--- config.mk ---
export PLATFORM = sky130hd
export DESIGN_NAME = pih_front
export DESIGN_NICKNAME = d
export VERILOG_FILES = /design/src/rtl/core/pih_pkg.sv /design/src/rtl/core/pih_front.sv
export VERILOG_INCLUDE_DIRS = /design/src /design/src/rtl/core
export SDC_FILE = /design/constraint.sdc
export NUM_CORES = 1
export LEC_CHECK = 0
export ABC_CLOCK_PERIOD_IN_PS = 16000
export BUFFER_PORTS_ARGS = -buffer_cell sky130_fd_sc_hd__buf_2
export CAP_MARGIN = 20
export CORE_MARGIN = 3
export CORE_UTILIZATION = 50
export CTS_BUF_LIST = sky130_fd_sc_hd__clkbuf_2
export DETAILED_ROUTE_END_ITERATION = 10
export PLACE_DENSITY = 0.68
export SLEW_MARGIN = 15
export SYNTH_ARGS = -nofsm -noshare
export SYNTH_HDL_FRONTEND = slang
export SYNTH_SLANG_ARGS = --single-unit
--- constraint.sdc ---
create_clock -name clk -period 16 [get_ports clk]
set_input_delay 3.2 -clock clk [delete_from_list [all_inputs] [get_ports clk]]
set_output_delay 3.2 -clock clk [all_outputs]
set_load 0.05 [all_outputs]
--- src/rtl/core/peak_interval_histogram_core_defines.svh ---
// ----------------------------------------------------------------------------
// Assertion macros for the peak interval histogram core.
// The modules that use them have clk and arst_n in scope.
// ----------------------------------------------------------------------------
`ifndef PEAK_INTERVAL_HISTOGRAM_CORE_DEFINES_SVH
`define PEAK_INTERVAL_HISTOGRAM_CORE_DEFINES_SVH

// Same-cycle implication, checked out of reset
`define PIH_ASSERT_IMP(label, ante, cons, msg) \
	label: assert property (@(posedge clk) disable iff (!arst_n) (ante) |-> (cons)) \
		else $error(msg);

// Next-cycle implication, checked out of reset
`define PIH_ASSERT_NEXT(label, ante, cons, msg) \
	label: assert property (@(posedge clk) disable iff (!arst_n) (ante) |=> (cons)) \
		else $error(msg);

`endif

--- src/rtl/core/pih_pkg.sv ---
// ----------------------------------------------------------------------------
// pih_pkg
// Types, sizes and codes shared by the peak interval histogram core.
// ----------------------------------------------------------------------------
package pih_pkg;

	// Histogram and sample sizing
	localparam int HIST_BINS   = 1024;
	localparam int SAMPLE_BITS = 16;
	localparam int ADDR_W      = $clog2(HIST_BINS);

	// Fixed field widths of the interface
	localparam int SAMPLE_FIELD_W = 16;
	localparam int BIN_FIELD_W    = 10;
	localparam int SPACING_W      = 10;
	localparam int COUNT_W        = 32;
	localparam int INDEX_W        = 32;

	// Buffer depths
	localparam int QUEUE_DEPTH = 4;
	localparam int OUT_DEPTH   = 4;

	typedef logic signed [SAMPLE_BITS-1:0] samp_t;
	typedef logic [ADDR_W-1:0]             addr_t;
	typedef logic [COUNT_W-1:0]            count_t;
	typedef logic [INDEX_W-1:0]            index_t;

	// Command codes
	typedef enum logic [1:0] {
		CMD_SAMPLE = 2'd0,
		CMD_START  = 2'd1,
		CMD_READ   = 2'd2,
		CMD_ZERO   = 2'd3
	} cmd_t;

	// Histogram operations handed from front to back
	typedef enum logic [1:0] {
		OP_NONE  = 2'd0,
		OP_TALLY = 2'd1,
		OP_READ  = 2'd2,
		OP_ZERO  = 2'd3
	} op_kind_t;

	typedef struct packed {
		cmd_t                             cmd;
		logic signed [SAMPLE_FIELD_W-1:0] sample;
		logic [BIN_FIELD_W-1:0]           bin;
	} item_t;

	typedef struct packed {
		logic                 is_max_peak;
		logic                 is_min_peak;
		logic [SPACING_W-1:0] max_spacing;
		logic [SPACING_W-1:0] min_spacing;
		logic                 spacing_clipped;
		count_t               max_bin_count;
		count_t               min_bin_count;
	} result_t;

	typedef struct packed {
		op_kind_t             kind;
		logic                 max_en;
		logic                 min_en;
		addr_t                max_addr;
		addr_t                min_addr;
		logic                 is_max_peak;
		logic                 is_min_peak;
		logic [SPACING_W-1:0] max_spacing;
		logic [SPACING_W-1:0] min_spacing;
		logic                 spacing_clipped;
	} op_t;

endpackage

--- src/rtl/core/pih_front.sv ---
// ----------------------------------------------------------------------------
// pih_front
// Accepts commands, tracks the three-sample window and last peak positions,
// and turns each item into one histogram operation for the back end.
// ----------------------------------------------------------------------------
`include "peak_interval_histogram_core_defines.svh"

module pih_front (
	input  logic            clk,
	input  logic            arst_n,
	input  logic            item_valid,
	output logic            item_ready,
	input  pih_pkg::item_t  item,
	input  logic            clearing,
	output logic            op_valid,
	input  logic            op_ready,
	output pih_pkg::op_t    op
);

	pih_pkg::samp_t  older_q, newer_q, samp;
	pih_pkg::index_t idx_q, last_max_q, last_min_q, mid, max_dist, min_dist;
	logic            max_seen_q, min_seen_q;
	logic            accept, tested, is_max, is_min, max_en, min_en;
	logic            max_over, min_over, in_range;
	pih_pkg::addr_t  max_bin, min_bin, bin_addr;

	assign item_ready = op_ready && !clearing;
	assign op_valid   = item_valid && !clearing;
	assign accept     = item_valid && item_ready;

	// Peak tests and spacings for the middle sample of the window
	always_comb begin
		samp     = pih_pkg::SAMPLE_BITS'($unsigned(item.sample));
		tested   = idx_q >= pih_pkg::INDEX_W'(2);
		mid      = idx_q - pih_pkg::INDEX_W'(1);
		is_max   = tested && (newer_q >= older_q) && (newer_q >= samp);
		is_min   = tested && (newer_q < older_q) && (newer_q < samp);
		max_dist = mid - last_max_q;
		min_dist = mid - last_min_q;
		max_over = max_dist > pih_pkg::INDEX_W'(pih_pkg::HIST_BINS - 1);
		min_over = min_dist > pih_pkg::INDEX_W'(pih_pkg::HIST_BINS - 1);
		max_bin  = max_over ? pih_pkg::ADDR_W'(pih_pkg::HIST_BINS - 1)
		                    : max_dist[pih_pkg::ADDR_W-1:0];
		min_bin  = min_over ? pih_pkg::ADDR_W'(pih_pkg::HIST_BINS - 1)
		                    : min_dist[pih_pkg::ADDR_W-1:0];
		max_en   = is_max && max_seen_q;
		min_en   = is_min && min_seen_q;
		in_range = 32'(item.bin) < 32'(pih_pkg::HIST_BINS);
		bin_addr = pih_pkg::ADDR_W'(item.bin);
	end

	// Operation for the back end
	always_comb begin
		op = '0;
		unique case (item.cmd)
			pih_pkg::CMD_SAMPLE: begin
				op.kind            = (max_en || min_en) ? pih_pkg::OP_TALLY : pih_pkg::OP_NONE;
				op.max_en          = max_en;
				op.min_en          = min_en;
				op.max_addr        = max_bin;
				op.min_addr        = min_bin;
				op.is_max_peak     = is_max;
				op.is_min_peak     = is_min;
				op.max_spacing     = max_en ? pih_pkg::SPACING_W'(max_bin) : '0;
				op.min_spacing     = min_en ? pih_pkg::SPACING_W'(min_bin) : '0;
				op.spacing_clipped = (max_en && max_over) || (min_en && min_over);
			end
			pih_pkg::CMD_START: begin
				op.kind = pih_pkg::OP_NONE;
			end
			pih_pkg::CMD_READ: begin
				op.kind     = pih_pkg::OP_READ;
				op.max_en   = in_range;
				op.min_en   = in_range;
				op.max_addr = bin_addr;
				op.min_addr = bin_addr;
			end
			pih_pkg::CMD_ZERO: begin
				op.kind     = pih_pkg::OP_ZERO;
				op.max_en   = in_range;
				op.min_en   = in_range;
				op.max_addr = bin_addr;
				op.min_addr = bin_addr;
			end
		endcase
	end

	// Record state: sample window, index and last peak positions
	always_ff @(posedge clk or negedge arst_n) begin
		if (!arst_n) begin
			older_q    <= '0;
			newer_q    <= '0;
			idx_q      <= '0;
			max_seen_q <= 1'b0;
			last_max_q <= '0;
			min_seen_q <= 1'b0;
			last_min_q <= '0;
		end else if (accept) begin
			unique case (item.cmd)
				pih_pkg::CMD_SAMPLE: begin
					older_q <= newer_q;
					newer_q <= samp;
					idx_q   <= idx_q + pih_pkg::INDEX_W'(1);
					if (is_max) begin
						max_seen_q <= 1'b1;
						last_max_q <= mid;
					end
					if (is_min) begin
						min_seen_q <= 1'b1;
						last_min_q <= mid;
					end
				end
				pih_pkg::CMD_START: begin
					older_q    <= '0;
					newer_q    <= '0;
					idx_q      <= '0;
					max_seen_q <= 1'b0;
					last_max_q <= '0;
					min_seen_q <= 1'b0;
					last_min_q <= '0;
				end
				pih_pkg::CMD_READ, pih_pkg::CMD_ZERO: begin
				end
			endcase
		end
	end

	// A start command leaves an empty record behind
	`PIH_ASSERT_NEXT(a_start_clears, accept && item.cmd == pih_pkg::CMD_START, idx_q == '0 && !max_seen_q && !min_seen_q, "start command did not clear the record")

endmodule

Yosys cells after proc, flatten, opt, wreduce, memory -nomap -nowiden
Index checks and enable logic that the tools add are counted.
- output and inout bits: 49
- bits in registers: 130
- logic and storage cells: 62
- magnitude comparators: 7
- mux-type cells: 19
- $add $sub $neg: 4
- reduce and logical (&&, ||, !) cells: 20
- eq/ne operators: 5
- operator list (kind ; number):
    one-hot mux 32 bit (2 select lines) ; 3
    greater-than comparator 32 x 10 -> 1 bit, second input constant ; 2
    2-to-1 mux 32 bit ; 2
    one-hot mux 16 bit (2 select lines) ; 2
    subtractor 32 bit ; 2
    one-hot mux 22 bit (2 select lines) ; 1
    2-to-1 mux 10 bit ; 4
    adder 32 x 1 -> 32 bit, second input constant ; 1
    >= comparator 16 bit ; 2
    >= comparator 32 x 2 -> 1 bit, second input constant ; 1
    < comparator 16 bit ; 2
    subtractor 32 x 1 -> 32 bit, second input constant ; 1
    2-to-1 mux 23 bit ; 1
    logical AND 1 bit ; 11
    one-hot mux 2 bit (4 select lines) ; 1
    AND reduction 3 bit ; 2
    equality test 2 bit, second input constant ; 2
    inequality test 2 bit, second input constant ; 2
    one-hot mux 1 bit (2 select lines) ; 2
    2-to-1 mux 1 bit ; 3
    equality test 2 x 1 -> 1 bit, second input constant ; 1
    zero test 2 bit ; 1
    logical OR 1 bit ; 2
    AND reduction 2 bit ; 1
    3 further kinds ; 3

Depth between registers and ports, before layout
- depth in word-level cells: 7
- mapped depth: 22
- gate-level depth less buffers: 19

Least setup slack after synthesis
No wires, ideal clock.
- path kind: input port to output port
- from: in item[15] in the netlist's numbering
- to: out op[21] in the netlist's numbering
- buffers on the path: 0
- data required time: 12.800 ns
- arrival time: 6.204 ns
- setup slack: 6.596 ns
- stages on the path: 9
- cells stage by stage: inv_1 ha_1 a21o_1 a21o_1 a21oi_1 o21ai_0 a2111oi_0 a21oi_1 nor4_1
- RTL lines (what ; line ; RTL):
    from (decl) ; pih_front.sv:13 ; input pih_pkg::item_t item,
    to (decl) ; pih_front.sv:17 ; output pih_pkg::op_t op

==> results by group <==
Setup path
  – WP data arrival: 6.81 ns
  – Worst-path cell chain: nor2_1, nand2_1, nor3_1, nand4_1, nor4_1, nand2_1, xnor2_1, ha_1, a21o_1, a21o_1, a221oi_2, o22ai_1, nor4_1, nand4_1, nor4b_2, nand4_1, a2111oi_4, buf_4, a21oi_1, buf_2
  – Worst setup EP type: output pin
  – Buf/Inv on CP: 2
  – Setup Crit Path Kind: flop to output pin
  – Crit-path max FO: 21
  – Critical path's slowest cell: dfrtp_1
  – Worst Setup Start Kind: flop
  – Cell family with most CP delay: simple AND/OR/NAND/NOR gates
  – WP data required: 12.80 ns
  – Most frequent CP cell: nand4_1
  – Slowest stage delay, CP: 0.52 ns

Job
  – Max Cap Violations: 0

Drt
  – Drt first pass iters: 5
  – DRT Wirelength: 29200 um
  – Vias/cell: 6.06
  – Iteration-0 DRC Markers: 679
  – # DRC: 0
  – Routed Antenna Nets: 0
  – Wire per inst: 17.4 um
  – Vias: 10200

Cells and area
  – Number of nets in the layout: 1522
  – Share of cells above drive strength 1: 11.3%
  – Synth-to-layout area growth: 7.30%
  – Commonest non-fill, non-tap cell in the layout: dfrtp_1
  – Finished Layout Cells: 1684
  – Post-route core utilization: 54.9%
  – Most frequent cells in the layout: dfrtp_1, nand2_1, inv_1
  – Fillers: 2114

Synth
  – Share of the yosys chip area belonging to registers: 29.0%
  – Mapped Area: 11200 sq um
  – Yosys warns: 0
  – Post-Syn Area per Cell: 8.23 sq um
  – Post-synth top flop: dfrtp_1
  – Syn Nets: 1493
  – Area contributors post-synth: dfrtp_1, ha_1, a22o_1
  – Area leader, netlist: dfrtp_1
  – Async S/R FF share, synth: 100%
  – Unique masters post-synth: 81
  – Top cell type's share of synthesized area: 29.0%
  – Post-Syn Instances: 1361
  – Seq cells post-synth: 130
  – Post-synth EDFFs: 0

Power and ir drop
  – Lkg Pwr: 5.60 nW
  – P per Cell Area: 190 nW/um^2
  – Peak supply drop: 0.0759 mV

Floorplan
  – Initial Util: 51.2%
  – Horiz. Die Dim: 156 um
  – CORE AREA: 21900 sq um
  – Ports: 82
  – Die Ht: 156 um
  – Die area: 24200 sq um
  – Rows: 54

Clock tree
  – Post-CTS resize count: 0
  – CTS Hold Buffers Added: 0
  – Reg clk slew, reported paths: 0.26 ns
  – CTS tree: yes
  – Worst-Skew Late Latency: 0.75 ns
  – # clock sinks: 130
  – Clock root buffer: clkbuf_2
  – Post-CTS setup buffers: 0
  – Num CTS Buffers: 17
  – Clk buf depth: 2
  – H-Tree Depth: 4

Place
  – Cells after DPL: 1650
  – Port buffer count: 81
  – DP Wirelength: 22100 um
  – RD Place Congestion: 0.941

STA
  – Peak Freq: 99.9 MHz
  – Final Hold Fails: 0
  – Final Cycle Share: 62.5%
  – Final min period: 10.01 ns
  – Max Slew Vio Count: 0
  – Unrepaired setup endpoints after global routing: no
  – Slew margin rel.: 34.1%
  – Setup Viol. Count Final: 0
  – Tightest Pin Transition: 0.985 ns
  – Clock skew: 0.0558 ns
  – Sum Neg Setup Slack: 0 ns

Min path
  – Hold Path Class: flop to flop

Global routing
  – Remaining Overflow, GRT: 0
  – Initial antenna violation count: 1
  – Vias in the first global route: 9587
  – Largest net degree at the start of global routing: 77
  – GR Util All Layers: 24.2%
  – First-pass GRT wire length: 48400 um

Outcome
  – Status: completed
-- final timing paths --
kind / end / from / cells past startpoint / slack, ns
setup / recovery: op[2] / idx_q[2] / 20 / 5.99
hold / removal: older_q[0] / older_q[0] / 2 / 0.53
setup reg to reg: last_max_q[22] / newer_q[9] / 12 / 12.23
hold reg to reg: older_q[0] / older_q[0] / 2 / 0.53
max in group asynchronous: idx_q[6] / arst_n / 2 / 12.35
min in group asynchronous: last_max_q[26] / arst_n / 1 / 2.43
-- cell usage after synthesis (all sizes together) (4+ instances only) --
master and n:
mux2i 5, o21ba 4, and3 11, nand2b 14, o21bai 13, a21o 38
nor2b 16, nor4 17, a2111oi 4, ha 97, a21oi 101, a22o 62
o21a 18, and2 9, nor3 23, nor2 91, nand2 114, nand3 49
o41ai 4, buf 16, nand4 27, o21ai 69, a31oi 26, and4 8
xor2 45, xnor2 46, a211oi 15, or2 5, o31a 6, or3 13
clkbuf 65, o31ai 25, dfrtp 130, a311oi 4, inv 111, o22ai 4
o211ai 9
-- through the flow --
step	setup slack [ns]	hold WS (ns)	power, mW	area (sq um)
CTS	5.97	0.532	2.27	12000
global placement	6.63	0.471	2.02	11700
global route	5.41	0.551	2.47	12000
detailed placement	6.44	0.478	2.03	11700
finish	5.99	0.529	2.29	12000
floorplan	6.60	0.450	1.66	11200
-- power breakdown --
part	leakage, nW	switching (mW)	total [mW]	internal (mW)
clock	0.153	0.152	0.232	0.0796
combinational	3.67	1.04	1.68	0.635
sequential	1.78	0.0222	0.380	0.358
-- tightest hold or removal path: stages (launching register included) --
cell	delay [ns]
dfrtp_1	0.42
nand2_1	0.05
o31ai_1	0.05
-- registers in the layout, summed over array words and instances, names as in the netlist --
register / cells
last_max_q: 32
older_q: 16
newer_q: 16
last_min_q: 32
min_seen_q: 1
idx_q: 32
max_seen_q: 1
-- cell type report --
| type | count | area (sq um) | area share (%) |
|---|---|---|---|
| repair buffers | 91 | 490 | 4.08 |
| well taps | 280 | 350 | 2.91 |
| clock buffers | 17 | 85.1 | 0.708 |
| diodes | 1 | 2.50 | 0.0208 |
| multi-input cells | 1038 | 7230 | 60.2 |
| clock inverters | 15 | 188 | 1.56 |
| inverters | 112 | 420 | 3.50 |
| flip-flops and latches | 130 | 3250 | 27.1 |
-- metal layers --
layer  GRT usage (%)  vias to the layer above  share of wire, %
met5               0                        -                 0
met4            7.34                        0               2.1
met3            2.86                       47               3.5
met2            39.9                      247                47
met1            33.4                     4906                47
li1                -                     5001                 -
-- cell families (layout without fill, tap and decap cells) --
family | Yosys count | after routing | share of synthesized area, %
adders and majority gates | 99 | 99 | 11.2
and+or+nand+nor | 404 | 404 | 17.8
DFF | 130 | 130 | 29.0
muxes | 6 | 6 | 0.547
buffers and inverters | 193 | 235 | 6.86
other | 0 | 1 | 0
AOI/OAI and AO/OA | 438 | 438 | 27.5
xor gates and xnor gates | 91 | 91 | 7.11
No activity file was read; power rests on OpenSTA's default activity.
