## src/rtl/core/peak_interval_histogram_core_defines.svh

```systemverilog
// ----------------------------------------------------------------------------
// Assertion macros for the peak interval histogram core.
// The modules that use them have clk and arst_n in scope.
// ----------------------------------------------------------------------------
`ifndef PEAK_INTERVAL_HISTOGRAM_CORE_DEFINES_SVH
`define PEAK_INTERVAL_HISTOGRAM_CORE_DEFINES_SVH

// Same-cycle implication, checked out of reset
`define PIH_ASSERT_IMP(label, ante, cons, msg) \
	label: assert property (@(posedge clk) disable iff (!arst_n) (ante) |-> (cons)) \
		else $error(msg);

// Next-cycle implication, checked out of reset
`define PIH_ASSERT_NEXT(label, ante, cons, msg) \
	label: assert property (@(posedge clk) disable iff (!arst_n) (ante) |=> (cons)) \
		else $error(msg);

`endif

```

## src/rtl/core/pih_pkg.sv

```systemverilog
// ----------------------------------------------------------------------------
// pih_pkg
// Types, sizes and codes shared by the peak interval histogram core.
// ----------------------------------------------------------------------------
package pih_pkg;

	// Histogram and sample sizing
	localparam int HIST_BINS   = 1024;
	localparam int SAMPLE_BITS = 16;
	localparam int ADDR_W      = $clog2(HIST_BINS);

	// Fixed field widths of the interface
	localparam int SAMPLE_FIELD_W = 16;
	localparam int BIN_FIELD_W    = 10;
	localparam int SPACING_W      = 10;
	localparam int COUNT_W        = 32;
	localparam int INDEX_W        = 32;

	// Buffer depths
	localparam int QUEUE_DEPTH = 4;
	localparam int OUT_DEPTH   = 4;

	typedef logic signed [SAMPLE_BITS-1:0] samp_t;
	typedef logic [ADDR_W-1:0]             addr_t;
	typedef logic [COUNT_W-1:0]            count_t;
	typedef logic [INDEX_W-1:0]            index_t;

	// Command codes
	typedef enum logic [1:0] {
		CMD_SAMPLE = 2'd0,
		CMD_START  = 2'd1,
		CMD_READ   = 2'd2,
		CMD_ZERO   = 2'd3
	} cmd_t;

	// Histogram operations handed from front to back
	typedef enum logic [1:0] {
		OP_NONE  = 2'd0,
		OP_TALLY = 2'd1,
		OP_READ  = 2'd2,
		OP_ZERO  = 2'd3
	} op_kind_t;

	typedef struct packed {
		cmd_t                             cmd;
		logic signed [SAMPLE_FIELD_W-1:0] sample;
		logic [BIN_FIELD_W-1:0]           bin;
	} item_t;

	typedef struct packed {
		logic                 is_max_peak;
		logic                 is_min_peak;
		logic [SPACING_W-1:0] max_spacing;
		logic [SPACING_W-1:0] min_spacing;
		logic                 spacing_clipped;
		count_t               max_bin_count;
		count_t               min_bin_count;
	} result_t;

	typedef struct packed {
		op_kind_t             kind;
		logic                 max_en;
		logic                 min_en;
		addr_t                max_addr;
		addr_t                min_addr;
		logic                 is_max_peak;
		logic                 is_min_peak;
		logic [SPACING_W-1:0] max_spacing;
		logic [SPACING_W-1:0] min_spacing;
		logic                 spacing_clipped;
	} op_t;

endpackage

```

## src/rtl/core/pih_queue.sv

```systemverilog
// ----------------------------------------------------------------------------
// pih_queue
// Short FIFO of histogram operations between the front and back ends.
// ----------------------------------------------------------------------------
`include "peak_interval_histogram_core_defines.svh"

module pih_queue (
	input  logic         clk,
	input  logic         arst_n,
	input  logic         push_valid,
	output logic         push_ready,
	input  pih_pkg::op_t push_op,
	output logic         pop_valid,
	input  logic         pop_ready,
	output pih_pkg::op_t pop_op
);

	localparam int PTR_W = $clog2(pih_pkg::QUEUE_DEPTH);
	localparam int CNT_W = $clog2(pih_pkg::QUEUE_DEPTH + 1);

	pih_pkg::op_t     entry_q [pih_pkg::QUEUE_DEPTH];
	logic [PTR_W-1:0] wr_ptr_q, rd_ptr_q;
	logic [CNT_W-1:0] cnt_q;
	logic             push, pop;

	assign push_ready = cnt_q != CNT_W'(pih_pkg::QUEUE_DEPTH);
	assign pop_valid  = cnt_q != '0;
	assign pop_op     = entry_q[rd_ptr_q];
	assign push       = push_valid && push_ready;
	assign pop        = pop_valid && pop_ready;

	// Entry storage
	always_ff @(posedge clk) begin
		if (push) begin
			entry_q[wr_ptr_q] <= push_op;
		end
	end

	// Pointers and fill count
	always_ff @(posedge clk or negedge arst_n) begin
		if (!arst_n) begin
			wr_ptr_q <= '0;
			rd_ptr_q <= '0;
			cnt_q    <= '0;
		end else begin
			if (push) begin
				wr_ptr_q <= (wr_ptr_q == PTR_W'(pih_pkg::QUEUE_DEPTH - 1)) ? '0
				            : wr_ptr_q + PTR_W'(1);
			end
			if (pop) begin
				rd_ptr_q <= (rd_ptr_q == PTR_W'(pih_pkg::QUEUE_DEPTH - 1)) ? '0
				            : rd_ptr_q + PTR_W'(1);
			end
			if (push && !pop) begin
				cnt_q <= cnt_q + CNT_W'(1);
			end else if (pop && !push) begin
				cnt_q <= cnt_q - CNT_W'(1);
			end
		end
	end

	// Fill count follows the transfers
	`PIH_ASSERT_NEXT(a_cnt_up, push && !pop, cnt_q == $past(cnt_q) + CNT_W'(1), "queue count did not rise on push")
	`PIH_ASSERT_NEXT(a_cnt_down, pop && !push, cnt_q == $past(cnt_q) - CNT_W'(1), "queue count did not fall on pop")

endmodule

```

## config.mk

```make
export PLATFORM = sky130hd
export DESIGN_NAME = pih_queue
export DESIGN_NICKNAME = d
export VERILOG_FILES = /design/src/rtl/core/pih_pkg.sv /design/src/rtl/core/pih_queue.sv
export VERILOG_INCLUDE_DIRS = /design/src /design/src/rtl/core
export SDC_FILE = /design/constraint.sdc
export NUM_CORES = 1
export LEC_CHECK = 0
export BUFFER_PORTS_ARGS = -buffer_cell sky130_fd_sc_hd__buf_4
export CORE_UTILIZATION = 41
export CTS_CLUSTER_SIZE = 16
export DETAILED_ROUTE_END_ITERATION = 7
export GPL_ROUTABILITY_DRIVEN = 0
export MAX_ROUTING_LAYER = met4
export PLACE_DENSITY = 0.57
export SLEW_MARGIN = 20
export SYNTH_ARGS = -nofsm -noshare
export SYNTH_HDL_FRONTEND = slang
export SYNTH_SLANG_ARGS = --single-unit
```

## constraint.sdc

```tcl
create_clock -name clk -period 5.2 [get_ports clk]
set_input_delay 0.26 -clock clk [delete_from_list [all_inputs] [get_ports clk]]
set_output_delay 0.26 -clock clk [all_outputs]
set_load 0.01 [all_outputs]
```

## Yosys cells after proc, flatten, opt, wreduce, memory -nomap -nowiden

Memory sizes are Yosys's and may differ from the RTL's.
Index checks and enable logic that the tools add are counted.

- Memories kept: 1
- Memory bits (writable): 188
- Flip-flop bits (word level): 7
- Word-level logic and storage cells: 25
- Input port bits: 51
- Output and inout port bits: 49

Memories:

| name | words | width | rd ports | clocked after memory_dff | wr ports | RTL line | text |
|---|---|---|---|---|---|---|---|
| entry_q | 4 | 47 | 1 | 0 | 1 | pih_queue.sv:21 | `pih_pkg::op_t entry_q [pih_pkg::QUEUE_DEPTH];` |

- Muxes and demuxes: 6
- Equality and inequality tests: 3
- $add $sub $neg: 4
- Reduce and logical (&&, ||, !) cells: 8

Operators with widths:

| kind | number |
|---|---|
| $mux W3 | 2 |
| $add A2 B1 Y2 const B | 2 |
| $eq A2 B2 Y1 const B | 2 |
| $logic_and A1 B1 Y1 | 4 |
| $mux W2 | 2 |
| $add A3 B1 Y3 const B | 1 |
| $ne A3 B3 Y1 const B | 1 |
| $reduce_bool A3 Y1 | 1 |
| $sub A3 B1 Y3 const B | 1 |
| $logic_not A1 Y1 | 2 |
| $mux W1 | 2 |
| $reduce_bool A2 Y1 | 1 |

## Longest topological paths before layout

Gate-level depths: netlist (run 1).

- Depth after elaboration: 6
- Gate-level depth with buffers: 8

## Worst setup path after synthesis (run 1)

No wires, ideal clock.

- Kind: reg2reg
- From: register cnt_q[1]
- To: register cnt_q[2]
- Cell stages (with the launch flop): 9
- Setup time: 0.079 ns
- Data arrival time: 2.044 ns
- Setup slack: 3.076 ns
- Period minus slack after synthesis: 2.124 ns
- Required time: 5.121 ns
- Cells stage by stage: dfrtp_1 or3_2 nand2_1 ha_1 inv_1 fa_1 xor2_1 nor2_1 xor2_1

- Longest elaborated chain between the ends: 5

RTL lines:

| item | RTL line | text |
|---|---|---|
| from (decl) | pih_queue.sv:23 | `logic [CNT_W-1:0] cnt_q;` |
| from (signal assigned) | pih_queue.sv:55 | `cnt_q <= cnt_q + CNT_W'(1);` |
| from (signal assigned) | pih_queue.sv:57 | `cnt_q <= cnt_q - CNT_W'(1);` |
| $reduce_bool A3 Y1 * | pih_queue.sv:27 | `assign pop_valid = cnt_q != '0;` |
| via pop_valid | pih_queue.sv:13 | `output logic pop_valid,` |
| $logic_and A1 B1 Y1 * | pih_queue.sv:30 | `assign pop = pop_valid && pop_ready;` |
| $logic_not A1 Y1 | pih_queue.sv:54 | `if (push && !pop) begin` |
| $logic_and A1 B1 Y1 | pih_queue.sv:54 |  |
| $mux W3 / $reduce_bool A2 Y1 (equally long branches) | -- |  |

The timed path passes the listed nets; every way through them passes the cells marked *. The select of a mux whose other input is x is not followed.
A chain may end at the register's enable or synchronous reset.

==> impl_results.rst, run 1 <==
.. list-table::
   :header-rows: 1

   * - Metric
     - Value
   * - Result of the run
     - completed
   * - Final setup vio count
     - 0
   * - Maximum number of pins on one net before global-route repair
     - between 50 and 60
   * - Tightest Pin Transition
     - 0.744 ns
   * - Number of buffers inserted by port buffering
     - 99
   * - Capture instance of the worst register-to-register path
     - cnt_q[2]
   * - Root Buffer
     - sky130_fd_sc_hd__clkbuf_16
   * - PwrDens
     - 574 mW/mm²
   * - Area share of fa/ha/maj cells after synthesis
     - under 10%
   * - Compound-gate portion of the synthesized area
     - 0%
   * - Horizontal die dimension
     - 135 µm
   * - Total wire length
     - approximately 12000 µm
   * - Critical path class
     - flop to output pin
   * - Largest family of logic cells by synthesized area
     - multiplexers
   * - GRT Resource Usage Total
     - approximately 15%
   * - Worst setup skew after layout
     - between 0.01 and 0.015 ns
   * - Setup repair after global routing missed its margin
     - no
   * - FF+latch count, synth
     - between 150 and 200
   * - Boundary pin count
     - 100
   * - Dpl cell area
     - between 0.008 and 0.009 mm²
   * - Post-Layout Inst Area
     - just under 0.009 mm²
   * - Core area
     - ~0.017 mm²
   * - Number of clock sinks
     - roughly 200
   * - Syn Nets
     - 340
   * - Clock input transition at the sequential cells of the worst setup and hold paths
     - ~0.070 ns
   * - CTS Buf Count
     - 17
   * - Mux cell area share after synthesis
     - 15.5%
   * - Number of global-route vias before repair
     - 3446
   * - Yosys warning count
     - 0
   * - Starting utilization of the core area
     - 41.9%
   * - Min-Delay Path Depth
     - 1
   * - Startpoint of the worst register-to-register path
     - cnt_q[1]
   * - Final global-route overflow total
     - 0
   * - Final clock period utilization by the worst path
     - 47.8%
   * - Total Power Consumption
     - between 5000 and 6000 µW
   * - Gate count after technology mapping
     - between 200 and 300
   * - Max-cap check violation count
     - 0
   * - Crit path capture type
     - output pin
   * - Post-CTS Repair Setup Buffers
     - 0
   * - Clock latency on the worst-skew pair
     - about 0.42 ns
   * - Largest fanout of any net on the critical path
     - 26
   * - Setup TNS after final layout
     - 0 ns
   * - Worst slack at placement
     - between 2 and 3 ns
   * - Via count normalized by instance count
     - 5.02
   * - Synthesis-to-layout area growth
     - 22.7%
   * - Startpoint of the lowest-slack hold path
     - push_op[27]
   * - Routed length per instance
     - approximately 20 µm
   * - Headroom to the max-slew limit
     - between 50% and 60%
   * - DRC violation count after routing
     - 0
   * - Total Die Area
     - between 0.015 and 0.02 mm²
   * - Post-detailed-placement half-perimeter wirelength
     - 6860 µm
   * - Hold/Removal Path Class
     - input port to flop
   * - Ant. Diodes
     - 0
   * - Final cell utilization of the core
     - between 50% and 60%
   * - Final hold violation count
     - 0
   * - Required arrival time at the worst endpoint
     - 4.94 ns
   * - Worst reg2reg path depth
     - 8
   * - Layout fillers
     - between 1000 and 1500
   * - Ys flop type
     - sky130_fd_sc_hd__edfxtp_1
   * - First-pass DRT Iterations
     - 4
   * - Min Tclk post-route
     - approximately 2.5 ns
   * - Mean area per synthesized cell
     - about 26 µm²
   * - Count of final max-slew check failures
     - 0
   * - Via Count
     - between 3000 and 4000
   * - Internal reg-to-reg setup slack
     - slightly below 3 ns
   * - Area share of xor/xnor cells in the synthesized design
     - 0.364%
   * - Peak clock frequency supported by timing
     - approximately 0.4 GHz
   * - WHS Endpoint
     - entry_q[0][27]
   * - Post-cts sizing count
     - 0
   * - PnR worst setup slack
     - between 2 and 3 ns
   * - Hold buffers post-CTS
     - 1
   * - Number of enable-type register cells in the synthesized netlist
     - about 190
   * - H-tree lvl count
     - 4
   * - Share of final-layout standard cells stronger than drive strength 1
     - 47.9%
   * - Antenna violations before repair
     - 0
   * - Antenna Violating Nets Remaining
     - 0
   * - Reported leakage power
     - between 0.003 and 0.004 µW
   * - Vertical extent of the die
     - around 130 µm
   * - Proportion of synthesized chip area in sequential cells
     - about 80%
   * - Violation count after the first detailed-route iteration
     - between 150 and 200
   * - Syn Std Cell Area
     - just over 0.007 mm²
   * - Number of distinct standard cells referenced by the synthesized netlist
     - 20
   * - Maximum root-to-sink buffer count
     - 2
   * - Worst vdd ir
     - ~0.00034 V
   * - Final nets
     - approximately 450
   * - Fraction of synthesis flops using an asynchronous set or reset pin
     - under 10%
   * - Row count
     - 48
   * - Clock tree from TritonCTS
     - built
   * - Post-synthesis share of cell area spent on and, or, nand and nor gates
     - 1.01%
   * - Startpoint type of the worst setup path
     - flop
   * - Critical path data arrival time
     - approximately 2.2 ns
   * - Wire length of the first global-routing pass
     - between 15000 and 20000 µm
[kinds of logic (layout without fill, tap and decap cells)]
| family | after synthesis | in the layout |
|---|---|---|
| xor+xnor | 3 | 3 |
| simple gates | 11 | 11 |
| flops | 195 | 195 |
| mux | 52 | 52 |
| fa+ha+maj | 7 | 7 |
| buf+inv | 14 | 141 |
[through the flow]
stage	hold WS [ns]	instances
3_3_place_gp	0.0766	600
4_1_cts	0.0236	633
6_report	0.0403	634
5_1_grt	0.0257	634
3_5_place_dp	0.0813	600
2_1_floorplan	-0.0356	282
[worst max-delay path: stages, from the launching register on]
cell	delay [ns]
sky130_fd_sc_hd__dfrtp_4	0.77
sky130_fd_sc_hd__buf_12	0.30
sky130_fd_sc_hd__mux4_2	0.56
sky130_fd_sc_hd__buf_4	0.16
[power breakdown]
part | switching, µW | total (µW) | internal [µW]
Sequential | 156 | 2240 | 2080
Clock | 539 | 1350 | 807
Combinational | 696 | 1500 | 804
Total | 1390 | 5080 | 3690
[worst max path at each step]
stage	to	slack, ns	from	cells past startpoint
4_1_cts	pop_op[38]	2.49	rd_ptr_q[0]	2
3_5_place_dp	cnt_q[2]	2.95	cnt_q[1]	8
5_1_grt	pop_op[0]	2.54	rd_ptr_q[0]	3
2_1_floorplan	cnt_q[2]	3.08	cnt_q[1]	8
3_3_place_gp	pop_op[0]	2.95	rd_ptr_q[0]	2
6_report	pop_op[0]	2.71	rd_ptr_q[0]	3
[cells in the final DEF (no fill, tap or decap)]
cell type / count
sky130_fd_sc_hd__bufinv_16: 4
sky130_fd_sc_hd__nand2_1: 1
sky130_fd_sc_hd__fa_1: 1
sky130_fd_sc_hd__or3b_4: 1
sky130_fd_sc_hd__inv_6: 2
sky130_fd_sc_hd__buf_12: 1
sky130_fd_sc_hd__clkbuf_1: 2
sky130_fd_sc_hd__clkbuf_16: 17
sky130_fd_sc_hd__and2_4: 1
sky130_fd_sc_hd__mux2_2: 3
sky130_fd_sc_hd__mux2_4: 2
sky130_fd_sc_hd__mux4_2: 47
sky130_fd_sc_hd__dfrtp_2: 1
sky130_fd_sc_hd__ha_1: 6
sky130_fd_sc_hd__clkinv_2: 4
sky130_fd_sc_hd__clkinvlp_4: 1
sky130_fd_sc_hd__clkinv_4: 2
sky130_fd_sc_hd__xnor2_1: 1
sky130_fd_sc_hd__buf_4: 104
sky130_fd_sc_hd__xor2_1: 2
sky130_fd_sc_hd__inv_1: 3
sky130_fd_sc_hd__dlygate4sd3_1: 1
sky130_fd_sc_hd__dfrtp_4: 1
sky130_fd_sc_hd__nor2_1: 3
sky130_fd_sc_hd__or3_2: 1
sky130_fd_sc_hd__edfxtp_1: 188
sky130_fd_sc_hd__and3_2: 4
sky130_fd_sc_hd__dfrtp_1: 5
[sequential cells by signal (all words and copies together), names as in the netlist]
signal / count
cnt_q: 3
entry_q: 188
rd_ptr_q: 2
wr_ptr_q: 2
[synth_stat cells, types with 2 or more instances]
master	instances	area, µm²
sky130_fd_sc_hd__and3_2	4	30.0
sky130_fd_sc_hd__buf_2	4	20.0
sky130_fd_sc_hd__buf_4	3	22.5
sky130_fd_sc_hd__buf_6	2	22.5
sky130_fd_sc_hd__clkbuf_1	2	7.51
sky130_fd_sc_hd__dfrtp_1	7	175
sky130_fd_sc_hd__edfxtp_1	188	5650
sky130_fd_sc_hd__ha_1	6	75.1
sky130_fd_sc_hd__inv_1	3	11.3
sky130_fd_sc_hd__mux2_2	3	33.8
sky130_fd_sc_hd__mux2_4	2	30.0
sky130_fd_sc_hd__mux4_2	47	1060
sky130_fd_sc_hd__nor2_1	3	11.3
sky130_fd_sc_hd__xor2_1	2	17.5
[routing by layer]
metal  track usage [%]  routed length, µm  vias to the layer above
li1                  -                  -                     1425
met1              18.7               5430                     1677
met2              23.9               6210                       67
met3              3.49                524                       11
met4              5.62                177                        0
met5                 -                  0                        -
[area by class of cell]
| cell class | instances | area (µm²) | area share [%] |
|---|---|---|---|
| Inverter | 3 | 11.3 | 0.127 |
| Clock inverter | 13 | 183 | 2.06 |
| Tap cell | 225 | 282 | 3.18 |
| Sequential cell | 195 | 5830 | 65.7 |
| Timing Repair Buffer | 106 | 811 | 9.15 |
| Clock buffer | 19 | 433 | 4.89 |
| Multi-Input combinational cell | 73 | 1320 | 14.9 |
No activity file was read; power rests on OpenSTA's default activity.
==> run 2, diff against run 1 <==
- clock period: 5.2 -> 2.45 ns (I/O delays scaled with it)
==> run 2 against run 1 <==
Net effect:
- sequential power is 110% higher
- combinational power is 130% higher
- sequential share of layout area is 3.4 points lower
- count of clock-buffer cells in the layout stayed put
- power is 110% higher
- clock skew is 0.00098 ns higher
==> impl_results.rst, run 2 (same netlist as run 1, synthesis figures left out) <==
.. list-table::
   :header-rows: 1

   * - Metric
     - Value
   * - Startpoint type of the worst setup path
     - flop
   * - Required arrival time at the worst endpoint
     - 2.79 ns (-2.15 ns)
   * - Final clock period utilization by the worst path
     - 91.8%
   * - Total Power Consumption
     - 10800 µW (+110%)
   * - Core area
     - 0.0172 mm² (unchanged)
   * - First-pass DRT Iterations
     - 4 (unchanged)
   * - Count of final max-slew check failures
     - 0 (unchanged)
   * - Largest fanout of any net on the critical path
     - 4 (-85%)
   * - Worst vdd ir
     - 0.000529 V (+54%)
   * - Layout fillers
     - 1334 (-2.1%)
   * - Antenna violations before repair
     - 0 (unchanged)
   * - Row count
     - 48 (unchanged)
   * - Starting utilization of the core area
     - 41.9% (unchanged)
   * - H-tree lvl count
     - 4 (unchanged)
   * - Start point of the critical path
     - cnt_q[1]
   * - Clock tree from TritonCTS
     - built
   * - Post-cts sizing count
     - 0 (unchanged)
   * - GRT Resource Usage Total
     - 15.9% (+0.93 points)
   * - Final hold violation count
     - 0 (unchanged)
   * - Worst reg2reg path depth
     - 8 (unchanged)
   * - Peak clock frequency supported by timing
     - around 0.44 GHz
   * - Crit path capture type
     - flop
   * - Number of buffers inserted by port buffering
     - 99 (unchanged)
   * - Critical path class
     - flop to flop
   * - Horizontal die dimension
     - 135 µm (unchanged)
   * - CTS Buf Count
     - 17 (unchanged)
   * - PwrDens
     - 1160 mW/mm² (+100%)
   * - Total Die Area
     - 0.0181 mm² (unchanged)
   * - Post-detailed-placement half-perimeter wirelength
     - 7980 µm (+16%)
   * - Maximum root-to-sink buffer count
     - 2 (unchanged)
   * - Wire length of the first global-routing pass
     - 20100 µm (+6.3%)
   * - Vertical extent of the die
     - 135 µm (unchanged)
   * - Cell with the largest stage delay on the worst path
     - sky130_fd_sc_hd__or3_2
   * - Clock latency on the worst-skew pair
     - 0.42 ns (about the same)
   * - Setup TNS after final layout
     - 0 ns (unchanged)
   * - Top flop regs
     - entry_q x188, cnt_q x3
   * - Internal reg-to-reg setup slack
     - 0.20 ns (-2.74 ns)
   * - Root Buffer
     - sky130_fd_sc_hd__clkbuf_16
   * - Clock input transition at the sequential cells of the worst setup and hold paths
     - 0.06 ns (about the same)
   * - Worst setup skew after layout
     - 0.0112 ns (+0.000976 ns)
   * - Via Count
     - 3369 (+5.9%)
   * - Antenna Violating Nets Remaining
     - 0 (unchanged)
   * - Maximum number of pins on one net before global-route repair
     - 25 (-51%)
   * - Hold/Removal Path Class
     - input port to async pin
   * - Final nets
     - 508 (+12%)
   * - Ordered cell list for the critical path
     - or3_2 -> nand2_1 -> ha_1 -> inv_1 -> fa_1 -> xor2_1 -> nor2_1 -> xor2_1
   * - Final global-route overflow total
     - 0 (unchanged)
   * - Flip-flop count of the largest register, all copies and words added
     - 188 (unchanged)
   * - Total wire length
     - 13000 µm (+5.3%)
   * - DRC violation count after routing
     - 0 (unchanged)
   * - Synthesis-to-layout area growth
     - 29.5%
   * - Most repeated library cell on the critical path
     - sky130_fd_sc_hd__xor2_1
   * - Tightest Pin Transition
     - 0.605 ns (-0.139 ns)
   * - Reported leakage power
     - 0.00327 µW (+7.1%)
   * - Violation count after the first detailed-route iteration
     - 274 (+49%)
   * - Ant. Diodes
     - 0 (unchanged)
   * - Routed length per instance
     - 18.9 µm (-2.9%)
   * - Final setup vio count
     - 0 (unchanged)
   * - Result of the run
     - completed
   * - Setup repair after global routing missed its margin
     - no
   * - Number of clock sinks
     - 195 (unchanged)
   * - Most common cell after layout, fill and taps aside
     - sky130_fd_sc_hd__edfxtp_1
   * - Register with the most flip-flops
     - entry_q
   * - Most used cells in the layout excluding fill and tap cells
     - sky130_fd_sc_hd__edfxtp_1 (188), sky130_fd_sc_hd__buf_4 (110), sky130_fd_sc_hd__dlygate4sd3_1 (48)
   * - Via count normalized by instance count
     - 4.90 (-2.2%)
   * - Capture instance of the worst register-to-register path
     - cnt_q[2]
   * - Slowest cell delay on critical path
     - 0.51 ns (-0.26 ns)
   * - Min Tclk post-route
     - 2.25 ns
   * - Startpoint of the worst register-to-register path
     - cnt_q[1]
   * - Max-cap check violation count
     - 0 (unchanged)
   * - Share of final-layout standard cells stronger than drive strength 1
     - 42.9% (-5.1 points)
   * - Critical path data arrival time
     - 2.59 ns (+0.36 ns)
   * - Headroom to the max-slew limit
     - 59.6% (+9.2 points)
   * - Number of global-route vias before repair
     - 3649 (+5.9%)
   * - Boundary pin count
     - 100 (unchanged)
==> run 2: critical path: cells and delay by family (launching register included) <==
family	cells	cell delay, ns
buf+inv	1	0.06
simple gates	3	0.77
flops	1	0.42
xor+xnor	2	0.34
fa+ha+maj	2	0.58
==> run 2: what timing repair did <==
action | in CTS | in global routing
hold buffers | 48 | 0
endpoints found under the hold margin | 195 | 0
setup buffers | 0 | 0
==> run 2: where the power goes <==
| part | switching (µW) | leakage, µW | total, µW | internal, µW |
|---|---|---|---|---|
| combinational | 1540 | 0.00119 | 3380 | 1830 |
| clock | 1090 | 0.000281 | 2670 | 1590 |
| sequential | 338 | 0.00180 | 4750 | 4410 |
| total | 2970 | 0.00327 | 10800 | 7830 |
==> run 2: through the flow <==
step | setup WS [ns] | std cells | instance area (µm²) | hold WS [ns] | util, %
detailed placement | 0.236 | 608 | 8300 | -0.0593 | 48.2
floorplan | 0.326 | 282 | 7220 | -0.173 | -
global placement | 0.291 | 608 | 8300 | -0.0618 | 48.2
global route | 0.104 | 687 | 9350 | 0.0428 | 54.3
finish | 0.201 | 687 | 9350 | 0.0440 | 54.3
CTS | 0.148 | 687 | 9350 | 0.0199 | 54.3
==> run 2: worst max path at each step <==
| stage | end | depth (start not counted) |
|---|---|---|
| finish | cnt_q[2] | 8 |
| global route | pop_op[35] | 3 |
| CTS | pop_op[31] | 3 |
| detailed placement | cnt_q[2] | 8 |
| global placement | cnt_q[2] | 8 |
| floorplan | cnt_q[2] | 8 |
==> run 2: final cells by class <==
type / instances / area, µm² / area share [%]
clock buffers: 19 / 433 / 4.63
clock inverters: 12 / 138 / 1.47
well taps: 225 / 282 / 3.01
inverters: 3 / 11.3 / 0.120
repair buffers: 160 / 1350 / 14.4
flip-flops and latches: 195 / 5830 / 62.3
multi-input cells: 73 / 1320 / 14.1
==> run 2: routing by layer <==
metal / track usage [%] / part of all wire [%]
met4: 5.74 / 0.29
met1: 20.7 / 45
met5: - / 0
met3: 3.57 / 4.0
met2: 24.7 / 51
